[src/rtl/pfba_pkg.sv]
// Shared types, constants and helpers of the page-frame bitmap allocator.
// No dependencies; imported by pfba_ctrl, pfba_dp, the top level and the testbench.
package pfba_pkg;

  localparam int Frames     = 4096;
  localparam int MapBytes   = (Frames + 7) / 8;
  localparam int FullBytes  = Frames / 8;
  localparam int MapAw      = $clog2(MapBytes);
  localparam int FrameW     = $clog2(Frames);
  localparam int FrameShift = 12;
  localparam int AddrW      = 32;
  localparam int CfgW       = 13;
  localparam int CountW     = 13;
  localparam int PtrW       = CfgW - 2;
  localparam int InDataW    = 32;
  localparam int OutDataW   = 48;

  localparam logic [CountW-1:0] CountMax = {CountW{1'b1}};
  localparam logic [7:0]        ByteFull = 8'hFF;

  typedef enum logic [0:0] {
    CfgFirstFrame = 1'b0,
    CfgFrameLimit = 1'b1
  } pfba_cfg_e;

  typedef enum logic [0:0] {
    CmdAlloc = 1'b0,
    CmdFree  = 1'b1
  } pfba_op_e;

  typedef enum logic [1:0] {
    StDone    = 2'd0,
    StNoFree  = 2'd1,
    StOutside = 2'd2
  } pfba_status_e;

  typedef struct packed {
    logic cap;
    logic rd;
    logic inc;
    logic clr_wr;
    logic alloc_wr;
    logic free_wr;
    logic none;
    logic outside;
  } pfba_cmd_t;

  typedef struct packed {
    logic op_free;
    logic outside;
    logic clr_last;
    logic scan_done;
    logic byte_full;
    logic out_free;
  } pfba_stat_t;

  function automatic logic [2:0] lowest_zero(input logic [7:0] v);
    logic [2:0] idx;
    idx = 3'd0;
    for (int i = 7; i >= 0; i--) begin
      if (!v[i]) idx = 3'(i);
    end
    return idx;
  endfunction

endpackage

[src/rtl/pfba_ctrl.sv]
// Sequencer of the allocator: clearing pass, command decode, byte scan.
// Depends on pfba_pkg; drives pfba_dp through pfba_cmd_t.
module pfba_ctrl
  import pfba_pkg::*;
(
  input  logic       clk_i,
  input  logic       rst_ni,
  input  logic       in_valid_i,
  output logic       in_ready_o,
  input  pfba_stat_t stat_i,
  output pfba_cmd_t  cmd_o
);

  typedef enum logic [2:0] {
    SClear,
    SIdle,
    SLook,
    SChkAlloc,
    SChkFree,
    SFinNone,
    SFinOutside
  } state_e;

  state_e state_q, state_d;

  always_comb begin
    state_d    = state_q;
    cmd_o      = '0;
    in_ready_o = 1'b0;
    unique case (state_q)
      SClear: begin
        cmd_o.clr_wr = 1'b1;
        cmd_o.inc    = 1'b1;
        if (stat_i.clr_last) state_d = SIdle;
      end
      SIdle: begin
        in_ready_o = 1'b1;
        if (in_valid_i) begin
          cmd_o.cap = 1'b1;
          state_d   = SLook;
        end
      end
      SLook: begin
        if (stat_i.op_free) begin
          if (stat_i.outside) begin
            state_d = SFinOutside;
          end else begin
            cmd_o.rd = 1'b1;
            state_d  = SChkFree;
          end
        end else if (stat_i.scan_done) begin
          state_d = SFinNone;
        end else begin
          cmd_o.rd = 1'b1;
          state_d  = SChkAlloc;
        end
      end
      SChkAlloc: begin
        if (stat_i.byte_full) begin
          cmd_o.inc = 1'b1;
          state_d   = SLook;
        end else if (stat_i.out_free) begin
          cmd_o.alloc_wr = 1'b1;
          state_d        = SIdle;
        end
      end
      SChkFree: begin
        if (stat_i.out_free) begin
          cmd_o.free_wr = 1'b1;
          state_d       = SIdle;
        end
      end
      SFinNone: begin
        if (stat_i.out_free) begin
          cmd_o.none = 1'b1;
          state_d    = SIdle;
        end
      end
      SFinOutside: begin
        if (stat_i.out_free) begin
          cmd_o.outside = 1'b1;
          state_d       = SIdle;
        end
      end
      default: state_d = SIdle;
    endcase
  end

  always_ff @(posedge clk_i or negedge rst_ni) begin
    if (!rst_ni) begin
      state_q <= SClear;
    end else begin
      state_q <= state_d;
    end
  end

endmodule

[config.mk]
export PLATFORM = sky130hd
export DESIGN_NAME = pfba_ctrl
export DESIGN_NICKNAME = d
export VERILOG_FILES = /design/src/rtl/pfba_pkg.sv /design/src/rtl/pfba_ctrl.sv
export SDC_FILE = /design/constraint.sdc
export NUM_CORES = 1
export LEC_CHECK = 0
export ABC_AREA = 1
export ABC_CLOCK_PERIOD_IN_PS = 1220
export BUFFER_PORTS_ARGS = -buffer_cell sky130_fd_sc_hd__clkbuf_2
export CORE_MARGIN = 2
export CORE_UTILIZATION = 25
export DETAILED_ROUTE_END_ITERATION = 10
export PLACE_DENSITY = 0.5
export SLEW_MARGIN = 25
export SYNTH_ARGS = -nofsm -noshare
export SYNTH_HDL_FRONTEND = slang
export SYNTH_SLANG_ARGS = --single-unit
[constraint.sdc]
create_clock -name clk_i -period 1.22 [get_ports clk_i]
set_input_delay 0.244 -clock clk_i [delete_from_list [all_inputs] [get_ports clk_i]]
set_output_delay 0.244 -clock clk_i [all_outputs]
set_load 0.01 [all_outputs]
==> results_tabular.tex <==
\begin{tabular}{lr}
\hline
Metric & Value \\
\hline
\multicolumn{2}{l}{\textbf{Synth}} \\
\quad Synthesized-area fraction occupied by ao, oa, aoi and oai cells & 7.692\% \\
\quad Mux share of post-synthesis cell area & 0\% \\
\quad Number of cells produced by synthesis & 57 \\
\quad Synthesized net count & 66 \\
\quad Proportion of synthesized chip area in sequential cells & 21.98\% \\
\quad Distinct cell type count after synthesis & 20 \\
\quad Cell Area, Synth & 341.6 sq um \\
\quad Post-synthesis share of cell area spent on xor and xnor gates & 0\% \\
\quad Fraction of the mapped netlist area in simple logic gates & approximately 50\% \\
\quad Warnings, synthesis & 0 \\
\quad Synth Register Bits & 3 \\
\quad Main combinational cell family by area after synthesis & simple AND/OR/NAND/NOR gates \\
\quad Area share of fa/ha/maj cells after synthesis & 0\% \\
\quad Mean cell area of the mapped netlist & 5.993 sq um \\
\multicolumn{2}{l}{\textbf{Cells and area}} \\
\quad Final Non-Filler Cells & 103 \\
\quad Fraction of final layout cells with drive strength greater than 1 & 60.23\% \\
\quad Regs by FF count & state\_q: 3 flops \\
\quad Final standard cell area without fillers & 640.6 sq um \\
\quad Ant diodes & 0 \\
\quad Filler Cell Count & $\sim$130 \\
\quad Largest register FFs & 3 \\
\quad Register with the highest flop count & state\_q \\
\quad FF+latch area & 76.32 sq um \\
\quad P\&R area growth vs syn & 87.55\% \\
\quad Layout net count & 98 \\
\quad Most common cell after layout, fill and taps aside & nand2\_1 \\
\quad Commonest cells after routing, fill and taps aside & nand2\_1, clkbuf\_2, buf\_6, buf\_2, buf\_4 \\
\quad Share of the core filled with cells in the final layout & 49.85\% \\
\quad Multi-input gate area in the final layout & 260.3 sq um \\
\multicolumn{2}{l}{\textbf{Setup path}} \\
\quad Capture instance of the worst register-to-register path & state\_q[0] \\
\quad Critical path class & flop to output pin \\
\quad Setup slack of the worst register-to-register path & -0.03 ns \\
\quad Critical Path Start Type & flop \\
\quad R2R depth & 9 \\
\quad Crit-path max FO & 4 \\
\quad Worst Path Arrival & 1.19 ns \\
\quad Required time of the worst setup path & between 0.9 and 1 ns \\
\quad Capturing element type of the critical path & output pin \\
\quad Startpoint of the most critical register-to-register path & state\_q[1] \\
\multicolumn{2}{l}{\textbf{Clock network}} \\
\quad CTS H-tree depth & 1 \\
\quad Clock Sink Count & 3 \\
\quad CTS Root Cell & clkbuf\_4 \\
\quad Clk Latency, worst-skew pair & approximately 0.24 ns \\
\quad Clk slew on worst S/H paths & 0.04 ns \\
\quad CTS Buf Count & 3 \\
\quad Maximum number of buffers from clock root to sink & 2 \\
\quad CTS tree & built \\
\multicolumn{2}{l}{\textbf{Pwr}} \\
\quad Maximum ir drop on the vdd rail & 1086 uV \\
\quad Lkg Pwr & around 0.35 nW \\
\quad P per Cell Area & 2612 nW/um\^{}2 \\
\multicolumn{2}{l}{\textbf{Place}} \\
\quad Final HPWL DP & 691.4 um \\
\quad Placement-stage cell area & 464.2 sq um \\
\quad Post-placement setup slack & -0.004962 ns \\
\quad Total instance count after detailed placement & 92 \\
\quad Weighted congestion at the end of routability-driven global placement & 0.7182 \\
\quad Port Buf Inserts & 17 \\
\multicolumn{2}{l}{\textbf{Route}} \\
\quad Vias per std cell & approximately 4.6 \\
\quad Routed WL per cell & about 9.9 um \\
\quad Count of unresolved DRC violations after routing & 0 \\
\quad Final Routed Wirelength & 1015 um \\
\quad Antenna-violating nets left & 0 \\
\quad Drt first-iter violations & 19 \\
\quad Overall via count from detail\_route & 476 \\
\quad Detailed-router iteration count before antenna repair & 4 \\
\multicolumn{2}{l}{\textbf{Timing}} \\
\quad Count of endpoints failing hold in the final timing report & 0 \\
\quad Pin slew with the least headroom to its limit & 0.1969 ns \\
\quad Unrepaired setup endpoints after global routing & true \\
\quad Final period demand of the worst path & 1.430 ns \\
\quad Timing-limited maximum frequency & 0.6995 GHz \\
\quad Min setup slack post-route & -0.2096 ns \\
\quad Final count of pins violating max slew & 0 \\
\quad Count of final setup violators & 10 \\
\quad Layout Skew & 0.002696 ns \\
\quad Summed negative setup slack over all endpoints & -1.408 ns \\
\quad Final Cycle Share & 117.2\% \\
\quad Slew HR & $\sim$87\% \\
\multicolumn{2}{l}{\textbf{Min path}} \\
\quad Hold Path Class & input pin to flop \\
\quad Worst min-delay path startpoint & stat\_i[0] \\
\quad Min-Delay Path Depth & 2 \\
\quad Worst Hold End & state\_q[2] \\
\multicolumn{2}{l}{\textbf{Run status}} \\
\quad Violations in the final reports & setup timing \\
\quad Result of the run & complete, but fails checks \\
\multicolumn{2}{l}{\textbf{Global routing}} \\
\quad Maximum number of pins on one net before global-route repair & 8 \\
\quad Wire length of the first global-routing pass & 1400 um \\
\quad Remaining Overflow, GRT & 0 \\
\quad Global routing usage summed across all routing layers & 12.51\% \\
\quad Initial antenna violation count & 0 \\
\quad Via count of the first global-routing pass & approximately 360 \\
\multicolumn{2}{l}{\textbf{Floorplanning}} \\
\quad Initial Utilization & 26.58\% \\
\quad Num rows & 13 \\
\quad Io pins & 18 \\
\quad Floorplan core area & 1285 sq um \\
\quad Floorplan die area & approximately 1700 sq um \\
\quad Width of the die & 40.97 um \\
\quad Chip Height & 40.97 um \\
\multicolumn{2}{l}{\textbf{Run}} \\
\quad Number of max-cap violations & 0 \\
\hline
\end{tabular}
how the worst max path moves through the flow:
stage | from | to | slack, ns | depth (start not counted)
6_report | state_q[0] | cmd_o[2] | -0.21 | 3
5_1_grt | state_q[0] | cmd_o[2] | -0.28 | 3
4_1_cts | state_q[0] | cmd_o[3] | -0.17 | 4
3_5_place_dp | state_q[1] | cmd_o[3] | -0.005 | 3
3_3_place_gp | state_q[1] | cmd_o[0] | 0.03 | 3
2_1_floorplan | state_q[1] | state_q[0] | 0.08 | 9
cells in the mapped netlist:
cell | count | share of area [%]
dfrtp_1 | 3 | 22
o22ai_1 | 1 | 1.8
nand3_1 | 4 | 5.9
nand3_2 | 2 | 5.9
nand2_2 | 2 | 3.7
nand2_4 | 1 | 3.3
inv_1 | 6 | 6.6
inv_2 | 4 | 4.4
nand2_1 | 15 | 16
nand4_1 | 1 | 1.8
buf_6 | 1 | 3.3
clkinv_4 | 1 | 2.6
nor2_2 | 1 | 1.8
buf_4 | 1 | 2.2
o21ai_0 | 2 | 2.9
a21oi_1 | 1 | 1.5
nor2_1 | 5 | 5.5
nor3_1 | 4 | 5.9
clkinv_1 | 1 | 1.1
o21ai_1 | 1 | 1.5
routing by layer:
metal	vias up	part of all wire (%)	GRT usage, %
met5	-	0	0
met4	0	1.6	5.833
met3	2	4.5	1.630
met2	15	52	20.31
met1	219	42	16.17
li1	240	-	-
layout make-up:
cell class	instances	share of cell area (%)
Clock buffer	4	4.102
Inverter	12	7.813
Multi-Input combinational cell	40	40.63
Sequential cell	3	11.91
Tap cell	15	2.930
Timing Repair Buffer	29	32.62
cell families (layout without fill, tap and decap cells):
| kind of cell | count (synthesis) | count (layout) |
|---|---|---|
| buffers and inverters | 14 | 45 |
| flip-flops | 3 | 3 |
| AND/OR/NAND/NOR | 35 | 35 |
| AO/OA/AOI/OAI | 5 | 5 |
worst max-delay path, cell delays in order, from the launching register on:
cell,delay [ns]
dfrtp_1,0.42
buf_6,0.16
nor3_1,0.20
buf_2,0.17
stage by stage:
stage | total power, mW | hold slack (ns)
global route | 1.817 | 0.2882
finish | 1.673 | 0.2823
floorplan | 0.7678 | -0.05159
global placement | 1.044 | 0.04170
CTS | 1.386 | 0.2729
detailed placement | 1.032 | 0.04228
where the power goes:
part / switching, mW / internal [mW] / leakage, nW / total, mW
Clock: 0.0527 / 0.123 / 0.0150 / 0.175
Sequential: 0.0895 / 0.151 / 0.0369 / 0.241
Combinational: 0.636 / 0.622 / 0.300 / 1.26
Total: 0.778 / 0.895 / 0.352 / 1.67
what timing repair did:
item,CTS,global route
pin swaps,3,7
buffers inserted,4,3
endpoints found under the setup margin,9,10
hold buffers,1,0
gates cloned,0,0
hold endpoints to repair,3,0
resized for setup,6,25
(Power assumes the default switching activity.)
